**src/rtl/paged_memory_manager_defines.svh**
```systemverilog
// Assertion macros for the paged memory manager.
// Used only by the top level; no other dependencies.
`ifndef PAGED_MEMORY_MANAGER_DEFINES_SVH
`define PAGED_MEMORY_MANAGER_DEFINES_SVH
`ifndef SYNTHESIS
`define PMM_ASSERT_IMPL(label, clk, rst, a, c) \
  label: assert property (@(posedge clk) disable iff (rst) (a) |-> (c)) \
    else $error("assertion failed");
`define PMM_ASSERT_NEXT(label, clk, rst, a, c) \
  label: assert property (@(posedge clk) disable iff (rst) (a) |=> (c)) \
    else $error("assertion failed");
`else
`define PMM_ASSERT_IMPL(label, clk, rst, a, c)
`define PMM_ASSERT_NEXT(label, clk, rst, a, c)
`endif
`endif

```
**src/rtl/pmm_ram.sv**
```systemverilog
// Generic single-port RAM with registered read.
// No dependencies.
`timescale 1ns / 1ps
`default_nettype none
module pmm_ram #(
  parameter int WIDTH = 8,
  parameter int DEPTH = 256
) (
  input  wire logic                     clk,
  input  wire logic                     we,
  input  wire logic [$clog2(DEPTH)-1:0] addr,
  input  wire logic [WIDTH-1:0]         wdata,
  output logic      [WIDTH-1:0]         rdata
);
  logic [WIDTH-1:0] mem [DEPTH];

  // Read data is registered and returns the old contents on a write.
  always_ff @(posedge clk) begin
    if (we) begin
      mem[addr] <= wdata;
    end
    rdata <= mem[addr];
  end
endmodule
`default_nettype wire

```
**config.mk**
```make
export PLATFORM = sky130hd
export DESIGN_NAME = pmm_ram
export DESIGN_NICKNAME = d
export VERILOG_FILES = /design/src/rtl/paged_memory_manager_defines.svh /design/src/rtl/pmm_ram.sv
export SDC_FILE = /design/constraint.sdc
export NUM_CORES = 2
export LEC_CHECK = 0
export BUFFER_PORTS_ARGS = -buffer_cell sky130_fd_sc_hd__buf_2
export CORE_MARGIN = 2
export CORE_UTILIZATION = 60
export CTS_BUF_LIST = sky130_fd_sc_hd__clkbuf_16
export CTS_CLUSTER_DIAMETER = 150
export DETAILED_ROUTE_END_ITERATION = 12
export PLACE_DENSITY = 0.87
export SKIP_LAST_GASP = 1
export SLEW_MARGIN = 10
export SYNTH_ARGS = -nofsm -noshare
export SYNTH_HDL_FRONTEND = slang
export SYNTH_SLANG_ARGS = --single-unit
```
**constraint.sdc**
```tcl
create_clock -name clk -period 4.1 [get_ports clk]
set_clock_uncertainty 0.05 [all_clocks]
set_input_delay 0.615 -clock clk [delete_from_list [all_inputs] [get_ports clk]]
set_output_delay 0.615 -clock clk [all_outputs]
set_load 0.03 [all_outputs]
```
==> results.cfg <==
[worst_setup_path]
path_depth = 10
worst-endpoint-arrival_ns = 4.02
start_kind = input port
r2r_cells = 6
crit_chain = buf_8, buf_12, buf_12, buf_4, mux4_2, a22oi_1, a21oi_1, o41ai_1, buf_4, nand4_1
critical-path-top-delay-family = buffers and inverters
critPathMaxFanout = 43
worst-path-buf-inv = 5
critical_path_class = in -> reg
cp-startpoint = addr[0]
cp-end-kind = flop
r2r_start = mem[79][6]
crit_required_ns = 4.66
slowest_delay_ns = 0.76
crit_slowest_cell = o41ai_1

[logic_synthesis]
netlist.top_cell.by_area = edfxtp_1
synth_flop_cell = edfxtp_1
synthArstFlopShare_pct = 0
synth_cell_types = 22
synth_area_per_cell_sq_um = 22.13
synth.most_common_cell = edfxtp_1
ys_seq_elements = 2056
synthTopCellsByCount = 2048 x edfxtp_1, 512 x mux4_2, 256 x a22oi_1
syn_inst = 3547
netlist_area_sq_um = 78490
yosysWarnings = 0
synth_edf_count = 2048
synth_top_area_share_pct = 78.35
netlist_top_cells_area = edfxtp_1 78%, mux4_2 15%, a22oi_1 2.4%
synth_nets = 3565
ys_seq_area_share_pct = 78.55

[layout]
stdcell_area_sq_um = 88640
syn2layout_area_growth_pct = 12.93
num-nets-final = 3857
utilization_pct = 68.37
drive_above_1_share_pct = 27.96

[power]
peakVddDrop_mv = 0.3814
intPower_w = 0.03357
p_per_area_nw_per_um2 = 484.6
clockPowerShare_pct = 41.0
total_power_w = 0.04296
sw_frac_of_total_pct = 21.85
p_comb_share_pct = 5.0
sequentialPowerShare_pct = 54.0
p_switching_w = 0.009386
leakagePower_nw = 27.59

[clock_tree]
clock_sinks = 2056
path_clk_slew_ns = 0.07
worstSkewPairLatency_ns = 0.84
cts_hold_buf = 0
ctsResizeCount = 0
htreeDepth = 4
cts_setup_buffers = 0
numCtsBuffers = 188
clockBufferDepth = 3
cts_root_buffer = clkbuf_16
cts_tree = built

[die]
io_pins = 26
dieArea_sq_um = 133700
initial_core_util_pct = 60.54
die_x_um = 365.7
rows = 132
core-area_sq_um = 129600
die_h_um = 365.7

[place]
gp_congestion = 0.8459
io_buffers = 25
dp_worst_setup_slack_ns = 0.04556
dpl-instance-area_sq_um = 82530
place_hpwl_um = 118400

[global_routing]
grt_max_degree = 163
grt-ovfl-total = 0
grt_first_pass_wirelength_um = 313600
grtUsageTotal_pct = 33.56
grt_pass1_vias = 43020
antenna_found_initial = 8

[routing]
first_pass_iters = 9
num_vias = 42030
drt_iter0_drc = 8052
wl_um = 219100
route.detailed.drc = 0
wl_per_cell_um = 38.19
drtAntennaViolNets = 0
viasPerCell = 7.328

[sta]
period_share_pct = 84.28
rsz0062_at_grt = no
hold_viol = 0
clock.fmax_mhz = 289.4
final-setup-viol-count = 0
layout_setup_ws_ns = 0.6443
post-route-min-period_ns = 3.456
finalMaxSlewViolations = 0
tightest_slew_ns = 1.236
tns_ns = 0
max_slew_margin_pct = 17.60

[worst_hold_path]
worstHoldStart = wdata[1]
holdPathStages = 1
hold_class = in -> reg

[run_status]
status = finished, final reports clean

[job]
cap_violations = 0
## cells in the final DEF (no fill, tap or decap), types with 6 or more instances in the layout
cell / n
buf_12: 31
inv_1: 41
nor3_1: 29
clkinvlp_4: 6
clkbuf_8: 8
clkinv_2: 24
inv_6: 6
dfxtp_1: 8
nand2_1: 28
o41ai_2: 7
buf_2: 15
clkbuf_16: 190
nor2_1: 231
clkinv_1: 48
o41ai_1: 25
nand4_1: 8
edfxtp_1: 2048
nand3_1: 13
bufinv_16: 20
buf_4: 277
mux4_2: 512
a22oi_1: 256
a21oi_1: 128
## flip-flops by register name (all words and copies together), names as in the netlist
register and flops:
rdata 8, mem 2048
## metal layers
metal	up-vias	global-route usage [%]	wire [um]
met3	903	9.155	30270
met1	21230	41.69	67340
li1	15620	-	-
met5	-	0	79
met4	12	19.87	15560
met2	4267	53.57	105800
## per-stage QoR
stage / hold WS, ns / instances
2_1_floorplan: 0.6639 / 3547
3_3_place_gp: 0.8597 / 5390
3_5_place_dp: 0.9047 / 5390
4_1_cts: 0.4254 / 5733
5_1_grt: 0.4710 / 5734
6_report: 0.4256 / 5736
## power groups by stage
stage	Sequential, W	Combinational, W	Clock, W
after floorplan	0.0237	0.00103	0
after CTS	0.0232	0.00207	0.0176
final	0.0232	0.00214	0.0176
after global placement	0.0236	0.00192	0
after global routing	0.0232	0.00218	0.0183
after detailed placement	0.0236	0.00200	0
## worst register-to-register path, stage by stage, from the launching register on
cell and delay [ns]:
edfxtp_1 0.38, mux4_2 0.48, a22oi_1 0.34, a21oi_1 0.22
o41ai_1 0.83, buf_4 0.27, nand4_1 0.17
## final cells by class
| type | instances | area [sq um] |
|---|---|---|
| Clock buffer | 190 | 4755 |
| Antenna cell | 2 | 5.005 |
| Timing Repair Buffer | 334 | 2923 |
| Fill cell | 7051 | 41010 |
| Inverter | 1 | 3.754 |
| Tap cell | 1742 | 2180 |
| Sequential cell | 2056 | 61660 |
| Clock inverter | 153 | 1297 |
| Multi-Input combinational cell | 1258 | 15820 |
## worst paths after layout
check,slack (ns),end
worst max-delay path,0.64,rdata[6]
worst max register to register,1.18,rdata[6]
worst min-delay path,0.43,mem[142][1]
worst min register to register,1.02,rdata[5]
## kinds of logic (layout without fill, tap and decap cells)
family	Yosys count	in the layout	synth area share [%]
multiplexers	512	512	14.69
other	0	2	0
flip-flops	2056	2056	78.55
AND/OR/NAND/NOR	330	330	1.733
AO/OA/AOI/OAI	416	416	3.622
buffers and inverters	233	678	1.401
Power figures use the tool's default switching activity.
